File: src/csim_pkg.sv
// Shared constants and types for the cosine similarity stream block.
// No dependencies; used by every module in src.
package csim_pkg;

  localparam int SAMPLE_W = 16;  // width of one input sample
  localparam int OUT_W    = 16;  // width of the Q1.15 similarity
  localparam int OUT_FRAC = 15;  // fraction bits of the similarity

  typedef logic signed [SAMPLE_W-1:0] sample_t;
  typedef logic signed [OUT_W-1:0]    sim_t;

endpackage

File: src/csim_acc.sv
// Running dot product and sums of squares, one pair per cycle while take is high.
// Depends on csim_pkg for the sample type.
module csim_acc #(
  parameter int MAX_CHANNELS = 1024,
  parameter int ACC_W = 43
) (
  input  logic                    clk,
  input  logic                    rst,
  input  logic                    take,        // pair accepted this cycle
  input  logic                    last,        // pair closes the vector
  input  csim_pkg::sample_t       first_value,
  input  csim_pkg::sample_t       second_value,
  output logic                    start,       // hand sums to the solver
  output logic signed [ACC_W-1:0] dot_next,
  output logic [ACC_W-1:0]        sq1_next,
  output logic [ACC_W-1:0]        sq2_next,
  output logic                    over_next
);

  localparam int CW = $clog2(MAX_CHANNELS + 2);
  localparam logic [CW-1:0] MAX_C = CW'(MAX_CHANNELS);

  logic signed [ACC_W-1:0] dot_sum;
  logic [ACC_W-1:0]        sq1_sum;
  logic [ACC_W-1:0]        sq2_sum;
  logic [CW-1:0]           pair_count;
  logic [CW-1:0]           pair_count_next;
  logic signed [2*csim_pkg::SAMPLE_W-1:0] prod_ab;
  logic signed [2*csim_pkg::SAMPLE_W-1:0] prod_aa;
  logic signed [2*csim_pkg::SAMPLE_W-1:0] prod_bb;

  assign prod_ab = first_value * second_value;
  assign prod_aa = first_value * first_value;
  assign prod_bb = second_value * second_value;

  always_comb begin
    dot_next = dot_sum;
    sq1_next = sq1_sum;
    sq2_next = sq2_sum;
    // pairs beyond the limit are counted only
    if (pair_count < MAX_C) begin
      dot_next = dot_sum + ACC_W'(prod_ab);
      sq1_next = sq1_sum + ACC_W'(prod_aa);
      sq2_next = sq2_sum + ACC_W'(prod_bb);
    end
    pair_count_next = (pair_count <= MAX_C) ? pair_count + 1'b1 : pair_count;
    over_next = pair_count_next > MAX_C;
  end

  assign start = take && last;

  always_ff @(posedge clk) begin
    if (rst || start) begin
      dot_sum    <= '0;
      sq1_sum    <= '0;
      sq2_sum    <= '0;
      pair_count <= '0;
    end else if (take) begin
      dot_sum    <= dot_next;
      sq1_sum    <= sq1_next;
      sq2_sum    <= sq2_next;
      pair_count <= pair_count_next;
    end
  end

endmodule

File: src/csim_solve.sv
// Sequencer around one shared add/subtract unit: serial multiply, square
// root and long division, then rounding, saturation and the result register.
// Depends on csim_pkg for output format constants.
module csim_solve #(
  parameter int ACC_W = 43
) (
  input  logic                       clk,
  input  logic                       rst,
  input  logic                       start,
  input  logic signed [ACC_W-1:0]    dot_in,
  input  logic [ACC_W-1:0]           sq1_in,
  input  logic [ACC_W-1:0]           sq2_in,
  input  logic                       over_in,
  output logic                       busy,
  output logic                       m_tvalid,
  input  logic                       m_tready,
  output logic [csim_pkg::OUT_W-1:0] m_tdata,
  output logic [1:0]                 m_tuser
);

  localparam int PW = 2 * ACC_W;                 // product / radicand
  localparam int RW = ACC_W + 2;                 // remainder
  localparam int DW = ACC_W + csim_pkg::OUT_FRAC; // dividend / quotient
  localparam int SW = PW;                        // shared unit width
  localparam int STEP_W = $clog2(DW + 1);
  localparam logic [DW-1:0] POS_MAX = DW'((1 << (csim_pkg::OUT_W - 1)) - 1);
  localparam logic [DW-1:0] NEG_MAX = DW'(1 << (csim_pkg::OUT_W - 1));

  typedef enum logic [2:0] {S_IDLE, S_MUL, S_SQRT, S_DIV, S_DONE} state_t;

  state_t           state;
  logic [STEP_W-1:0] step;
  logic [ACC_W-1:0] mcand;
  logic [ACC_W-1:0] mplier;
  logic [PW-1:0]    prod;
  logic [RW-1:0]    rem;
  logic [ACC_W-1:0] root;
  logic [DW-1:0]    dvd;
  logic             neg;
  logic             over;
  logic             zero;

  // shared unit
  logic [SW-1:0] op_x;
  logic [SW-1:0] op_y;
  logic          op_sub;
  logic [SW:0]   op_sum;
  logic [RW-1:0] rem_sh;
  logic [RW-1:0] trial;
  logic          fits;

  logic [ACC_W-1:0] mag_in;
  logic             round_up;
  logic [DW-1:0]    q_round;
  logic [csim_pkg::OUT_W-1:0] sim;

  assign mag_in = dot_in[ACC_W-1] ? ACC_W'(-dot_in) : ACC_W'(dot_in);

  always_comb begin
    rem_sh = '0;
    trial  = '0;
    op_x   = '0;
    op_y   = '0;
    op_sub = 1'b1;
    case (state)
      S_MUL: begin
        op_sub = 1'b0;
        op_x = {prod[PW-2:0], 1'b0};
        op_y = mplier[ACC_W-1] ? SW'(mcand) : '0;
      end
      S_SQRT: begin
        rem_sh = {rem[RW-3:0], prod[PW-1:PW-2]};
        trial  = {root, 2'b01};
        op_x   = SW'(rem_sh);
        op_y   = SW'(trial);
      end
      S_DIV: begin
        rem_sh = {rem[RW-2:0], dvd[DW-1]};
        op_x   = SW'(rem_sh);
        op_y   = SW'(root);
      end
      default: begin
        op_sub = 1'b1;
      end
    endcase
    op_sum = {1'b0, op_x} + {1'b0, op_sub ? ~op_y : op_y} + (SW+1)'(op_sub);
    fits   = op_sum[SW];
  end

  // round half away from zero: twice the remainder against the divisor
  assign round_up = {rem, 1'b0} >= (RW+1)'(root);
  assign q_round  = dvd + DW'(round_up);

  always_comb begin
    if (zero) begin
      sim = '0;
    end else if (!neg) begin
      sim = (q_round > POS_MAX) ? csim_pkg::OUT_W'(POS_MAX) : q_round[csim_pkg::OUT_W-1:0];
    end else begin
      sim = (q_round > NEG_MAX) ? csim_pkg::OUT_W'(NEG_MAX)
                                : csim_pkg::OUT_W'(-q_round[csim_pkg::OUT_W-1:0]);
    end
  end

  assign busy = (state != S_IDLE);

  always_ff @(posedge clk) begin
    if (rst) begin
      state    <= S_IDLE;
      step     <= '0;
      m_tvalid <= 1'b0;
    end else begin
      // drop the valid once taken, unless a new result loads this cycle
      if (m_tvalid && m_tready && state != S_DONE) begin
        m_tvalid <= 1'b0;
      end
      case (state)
        S_IDLE: begin
          if (start) begin
            mcand  <= sq1_in;
            mplier <= sq2_in;
            prod   <= '0;
            rem    <= '0;
            root   <= '0;
            neg    <= dot_in[ACC_W-1];
            dvd    <= {mag_in, csim_pkg::OUT_FRAC'(0)};
            over   <= over_in;
            zero   <= (sq1_in == '0) || (sq2_in == '0);
            step   <= STEP_W'(ACC_W - 1);
            state  <= ((sq1_in == '0) || (sq2_in == '0)) ? S_DONE : S_MUL;
          end
        end
        S_MUL: begin
          prod   <= op_sum[PW-1:0];
          mplier <= {mplier[ACC_W-2:0], 1'b0};
          if (step == '0) begin
            step  <= STEP_W'(ACC_W - 1);
            state <= S_SQRT;
          end else begin
            step <= step - 1'b1;
          end
        end
        S_SQRT: begin
          prod <= {prod[PW-3:0], 2'b00};
          root <= {root[ACC_W-2:0], fits};
          if (step == '0) begin
            rem   <= '0;
            step  <= STEP_W'(DW - 1);
            state <= S_DIV;
          end else begin
            rem  <= fits ? op_sum[RW-1:0] : rem_sh;
            step <= step - 1'b1;
          end
        end
        S_DIV: begin
          rem  <= fits ? op_sum[RW-1:0] : rem_sh;
          dvd  <= {dvd[DW-2:0], fits};
          step <= step - 1'b1;
          if (step == '0) begin
            state <= S_DONE;
          end
        end
        S_DONE: begin
          // hold until the result register is free
          if (!m_tvalid || m_tready) begin
            m_tvalid <= 1'b1;
            m_tdata  <= sim;
            m_tuser  <= {over, zero};
            state    <= S_IDLE;
          end
        end
        default: begin
          state <= S_IDLE;
        end
      endcase
    end
  end

endmodule

File: src/cosine_similarity_stream.sv
// Top level of the streaming cosine similarity block.
// Instantiates csim_acc and csim_solve; constants from csim_pkg.
//
// Usage:
//   Slave channel s_*: one request per channel of the two vectors, the two
//   signed 16-bit samples in s_tdata and s_tlast on the final channel.
//   Master channel m_*: one request per vector pair, the Q1.15 similarity
//   in m_tdata, zero_norm and overflow flags in m_tuser.
//   Pairs that are not last are taken one per cycle, while the solver is
//   idle, into the accumulators. A last pair starts the solver: shift-add
//   multiply of the two ACC_W-bit sums of squares, bit-pair square root
//   and long division to ACC_W + 15 quotient bits, all on one shared
//   add/subtract unit (ACC_W = 32 + clog2(MAX_CHANNELS + 1), 43 by
//   default). The next pair can be taken once the result is loaded into
//   the output register. A zero norm skips the arithmetic: the result is
//   loaded as soon as the output register is free.
//   s_tready is low while the solver runs. A finished result waits in the
//   output register while new pairs are already taken; a stalled receiver
//   holds only the next last pair. Reset clears the sums, the count, the
//   solver and the output valid.
module cosine_similarity_stream #(
  parameter int MAX_CHANNELS = 1024
) (
  input  logic        clk,
  input  logic        rst,
  input  logic        s_tvalid,
  output logic        s_tready,
  input  logic [31:0] s_tdata,   // [15:0] first_value, [31:16] second_value
  input  logic        s_tlast,   // last_channel
  output logic        m_tvalid,
  input  logic        m_tready,
  output logic [15:0] m_tdata,   // [15:0] similarity
  output logic [1:0]  m_tuser    // [0] zero_norm, [1] overflow
);

  localparam int ACC_W = 2 * csim_pkg::SAMPLE_W + $clog2(MAX_CHANNELS + 1);

  logic                    take;
  logic                    start;
  logic                    busy;
  logic signed [ACC_W-1:0] dot_next;
  logic [ACC_W-1:0]        sq1_next;
  logic [ACC_W-1:0]        sq2_next;
  logic                    over_next;

  // accept pairs whenever the solver is free
  assign s_tready = !busy;
  assign take     = s_tvalid && s_tready;

  csim_acc #(
    .MAX_CHANNELS (MAX_CHANNELS),
    .ACC_W        (ACC_W)
  ) u_acc (
    .clk          (clk),
    .rst          (rst),
    .take         (take),
    .last         (s_tlast),
    .first_value  (csim_pkg::sample_t'(s_tdata[15:0])),
    .second_value (csim_pkg::sample_t'(s_tdata[31:16])),
    .start        (start),
    .dot_next     (dot_next),
    .sq1_next     (sq1_next),
    .sq2_next     (sq2_next),
    .over_next    (over_next)
  );

  csim_solve #(
    .ACC_W (ACC_W)
  ) u_solve (
    .clk      (clk),
    .rst      (rst),
    .start    (start),
    .dot_in   (dot_next),
    .sq1_in   (sq1_next),
    .sq2_in   (sq2_next),
    .over_in  (over_next),
    .busy     (busy),
    .m_tvalid (m_tvalid),
    .m_tready (m_tready),
    .m_tdata  (m_tdata),
    .m_tuser  (m_tuser)
  );

  // a last pair always hands off to the solver, which then blocks input
  a_last_blocks: assert property (@(posedge clk) disable iff (rst)
    s_tvalid && s_tready && s_tlast |=> !s_tready)
    else $error("input still ready after a last pair");

  // a zero norm result carries similarity zero
  a_zero_norm: assert property (@(posedge clk) disable iff (rst)
    m_tvalid && m_tuser[0] |-> m_tdata == '0)
    else $error("zero norm result with nonzero similarity");

  // reset leaves no result pending
  a_reset_out: assert property (@(posedge clk)
    rst |=> !m_tvalid)
    else $error("result valid right after reset");

endmodule

File: config.mk
export PLATFORM = sky130hd
export DESIGN_NAME = cosine_similarity_stream
export DESIGN_NICKNAME = d
export VERILOG_FILES = /design/src/csim_pkg.sv /design/src/csim_acc.sv /design/src/csim_solve.sv /design/src/cosine_similarity_stream.sv
export SDC_FILE = /design/constraint.sdc
export NUM_CORES = 2
export LEC_CHECK = 0
export ABC_AREA = 1
export BUFFER_PORTS_ARGS = -buffer_cell sky130_fd_sc_hd__buf_2
export CORE_MARGIN = 3
export CORE_UTILIZATION = 30
export CTS_BUF_LIST = sky130_fd_sc_hd__clkbuf_4 sky130_fd_sc_hd__clkbuf_8
export DETAILED_ROUTE_END_ITERATION = 10
export GPL_TIMING_DRIVEN = 0
export HOLD_SLACK_MARGIN = 0.08
export PLACE_DENSITY = 0.54
export SLEW_MARGIN = 20
export SYNTH_ARGS = -nofsm -noshare
export SYNTH_HDL_FRONTEND = slang
export SYNTH_SLANG_ARGS = --single-unit
File: constraint.sdc
create_clock -name clk -period 13.5 [get_ports clk]
set_input_delay 2.025 -clock clk [delete_from_list [all_inputs] [get_ports clk]]
set_output_delay 2.025 -clock clk [all_outputs]
set_load 0.02 [all_outputs]
==> out/qor.yml <==
run_status:
  status: "complete, no violations"
detailed_routing:
  ant_nets: 0
  vias: 64100
  drt-vias-per-instance: 4.97
  drt-initial-drc-count: 5626
  drc_errors: 0
  wire_per_inst_um: 20.4
  first_pass_iters: 6
  drt_wl_total_um: 263000
sta:
  rsz0062_at_grt: "false"
  finalCriticalPeriod_ns: 12.44
  setup_tns_ns: 0
  setup_viol: 0
  hold_violations: 0
  slew_viol_final: 0
  fmax_mhz: 80.4
  tightest_slew_ns: 1.21
  skew_ns: 0.0815
  maxSlewHeadroom_pct: 18.5
  min_period_over_period_pct: 92.2
clock_tree:
  cts_resized: 0
  cts_hold_buf: 0
  cts_tree: "yes"
  htree_levels: 3
  clkSinkCount: 489
  post-cts-setup-buffers: 0
  path_clk_slew_ns: 0.07
  clockBufferDepth: 3
  cts_buffers: 95
  clk_latency_ns: 0.83
  cts_root_buf: "clkbuf_8"
worst_setup_path:
  crit_fanout: 10
  cp-end-kind: "register"
  crit_top_cell: "nand2_1"
  slowest_delay_ns: 0.80
  critPathRequiredTime_ns: 14.11
  crit_arrival_ns: 13.05
  crit_type: "in -> reg"
  crit_slowest_cell: "clkbuf_1"
  cp-start-kind: "input port"
placed_design:
  portBuffers: 49
  place.gp.congestion: 0.968
  dp_hpwl_um: 222000
final_layout:
  fin_nets: 11100
  multi_input_area_sq_um: 47600
  syn_to_final_growth_pct: 9.20
  drive_above_1_share_pct: 3.91
  fillers: 25100
  postLayoutCoreUtil_pct: 33.0
  regArea_sq_um: 13200
synth:
  syn_nets: 11000
  synthMuxAreaShare_pct: 0.0287
  yosys.area_share.simple_pct: 23.8
  seq_area_frac_synth_pct: 18.9
  synth_fa_ha_area_share_pct: 31.8
  synthFlopType: "edfxtp_1"
  yosysWarnings: 0
  synth-compound-area-share_pct: 9.63
  synth_edf_count: 339
  syn_area_per_cell_sq_um: 7.25
  ys_ff_latch: 489
  async_flop_share_pct: 0
  yosysUniqueCellTypes: 60
  syn_area_sq_um: 69800
  synth_top_family_by_area: "adder cells"
  synth_xor_area_share_pct: 2.80
  synthCells: 9639
global_route:
  grt_pass1_vias: 64400
  grt_max_degree: 31
  grt_first_pass_wirelength_um: 397000
  track_usage_pct: 21.9
  overflow: 0
  antenna_found_initial: 13
floorplan:
  core_sq_um: 231000
  die_x_um: 488
  die-area_sq_um: 239000
  start_util_pct: 30.3
  placementRows: 176
  ioPinCount: 57
  die_h_um: 488
min_path:
  hold_path_class: "reg -> reg"
job:
  cap_violations: 0
[cells in the final DEF, fill, tap and decap left out, types with 9 or more instances in the layout]
master | synthesis | routed
nand2_1 | 2498 | 2498
inv_1 | 2118 | 2117
fa_1 | 824 | 822
nor2_1 | 750 | 746
a21oi_1 | 468 | 466
ha_1 | 458 | 458
nand3_1 | 417 | 417
o21ai_0 | 414 | 412
edfxtp_1 | 339 | 339
clkbuf_1 | 231 | 225
dfxtp_1 | 150 | 150
xor2_1 | 149 | 149
nand4_1 | 112 | 112
clkbuf_8 | 0 | 98
nor3_1 | 77 | 76
xnor2_1 | 74 | 74
buf_2 | 23 | 74
or2_2 | 55 | 55
o21bai_1 | 52 | 52
o211ai_1 | 45 | 45
a211oi_1 | 44 | 44
a31oi_1 | 43 | 43
nand3b_1 | 30 | 30
o22ai_1 | 30 | 30
clkbuf_4 | 0 | 29
buf_1 | 30 | 27
o221ai_1 | 26 | 26
a21o_1 | 22 | 22
o21ai_1 | 19 | 21
nor2_2 | 20 | 20
nor4_1 | 19 | 19
clkinv_1 | 2 | 15
nor2_4 | 10 | 14
clkinv_2 | 0 | 14
o21a_1 | 10 | 10
buf_16 | 0 | 9
[Yosys cell counts, types with 5 or more instances]
| cell type | instances | area share (%) |
|---|---|---|
| nand2_1 | 2498 | 13 |
| inv_1 | 2118 | 11 |
| fa_1 | 824 | 24 |
| nor2_1 | 750 | 4.0 |
| a21oi_1 | 468 | 3.4 |
| ha_1 | 458 | 8.2 |
| nand3_1 | 417 | 3.0 |
| o21ai_0 | 414 | 3.0 |
| edfxtp_1 | 339 | 15 |
| clkbuf_1 | 231 | 1.2 |
| dfxtp_1 | 150 | 4.3 |
| xor2_1 | 149 | 1.9 |
| nand4_1 | 112 | 1.0 |
| nor3_1 | 77 | 0.55 |
| xnor2_1 | 74 | 0.93 |
| or2_2 | 55 | 0.49 |
| o21bai_1 | 52 | 0.56 |
| o211ai_1 | 45 | 0.48 |
| a211oi_1 | 44 | 0.47 |
| a31oi_1 | 43 | 0.39 |
| buf_1 | 30 | 0.16 |
| nand3b_1 | 30 | 0.32 |
| o22ai_1 | 30 | 0.27 |
| o221ai_1 | 26 | 0.33 |
| buf_2 | 23 | 0.16 |
| a21o_1 | 22 | 0.24 |
| nor2_2 | 20 | 0.18 |
| nor4_1 | 19 | 0.17 |
| o21ai_1 | 19 | 0.14 |
| nor2_4 | 10 | 0.16 |
| o21a_1 | 10 | 0.11 |
| inv_2 | 8 | 0.043 |
| nand2_2 | 7 | 0.063 |
| and2_1 | 6 | 0.054 |
| nor3_2 | 5 | 0.072 |
| o31ai_1 | 5 | 0.054 |
[worst paths after layout]
kind	end	startpoint	slack, ns	cells past startpoint
worst max-delay path	u_solve.state[0]$_SDFFE_PP0P_	s_tdata[20]	1.06	37
worst min-delay path	u_solve.step[4]$_SDFFE_PP0P_	u_solve.step[4]$_SDFFE_PP0P_	0.48	1
worst max register to register	u_solve.rem[9]$_DFFE_PP_	u_solve.state[2]$_SDFFE_PP0P_	6.09	22
worst min register to register	u_solve.step[4]$_SDFFE_PP0P_	u_solve.step[4]$_SDFFE_PP0P_	0.48	1
[through the flow]
| step | worst slack [ns] | hold WS (ns) | std cells | area [sq um] |
|---|---|---|---|---|
| 2_1_floorplan | 3.91 | 0.400 | 9639 | 69800 |
| 3_3_place_gp | 0.351 | 0.457 | 12700 | 73900 |
| 3_5_place_dp | 0.413 | 0.463 | 12700 | 74300 |
| 4_1_cts | 1.21 | 0.476 | 12900 | 76300 |
| 5_1_grt | 0.380 | 0.490 | 12900 | 76300 |
| 6_report | 1.06 | 0.483 | 12900 | 76300 |
[flip-flops by register name (all words and copies together) (netlist names)]
signal / flops
u_acc.dot_sum: 43
u_acc.sq2_sum: 43
u_solve.rem: 45
u_solve.root: 43
u_acc.pair_count: 11
u_solve.step: 6
u_solve.over: 1
u_solve.m_tuser: 2
u_solve.m_tdata: 16
u_solve.zero: 1
u_solve.prod: 86
u_solve.neg: 1
u_acc.sq1_sum: 43
u_solve.state: 3
u_solve.dvd: 58
u_solve.mcand: 43
u_solve.mplier: 43
u_solve.m_tvalid: 1
[cell type report]
| class | instances | area share [%] |
|---|---|---|
| antenna | 3 | 0.00984 |
| buffer | 288 | 1.49 |
| clock buffer | 127 | 2.05 |
| clock inverter | 43 | 0.525 |
| inverter | 2129 | 10.5 |
| multi-input combinational | 6733 | 62.4 |
| sequential | 489 | 17.3 |
| tap | 3026 | 4.96 |
| timing repair buffer | 64 | 0.776 |
[per-layer routing]
metal	vias to the layer above	part of all wire, %	GRT usage, %
li1	30200	-	-
met1	31200	46	31.1
met2	2269	44	34.8
met3	396	6.8	2.88
met4	6	3.0	6.22
met5	-	0.019	0
[worst max-delay path, delay by kind of cell]
kind,cells,cell delay [ns]
adders and majority gates,8,3.81
and+or+nand+nor,17,2.71
buffers and inverters,6,1.87
AOI/OAI and AO/OA,5,1.81
xor gates and xnor gates,1,0.79
[kinds of logic after synthesis]
group           after synthesis
xor+xnor                    223
fa+ha+maj                  1282
buf+inv                    2417
mux                           2
simple gates               4025
flops                       489
compound gates             1201
Power is left out: the tool's default activity adds up to more than one toggle a clock period on the data nets, which glitch-free logic cannot reach.
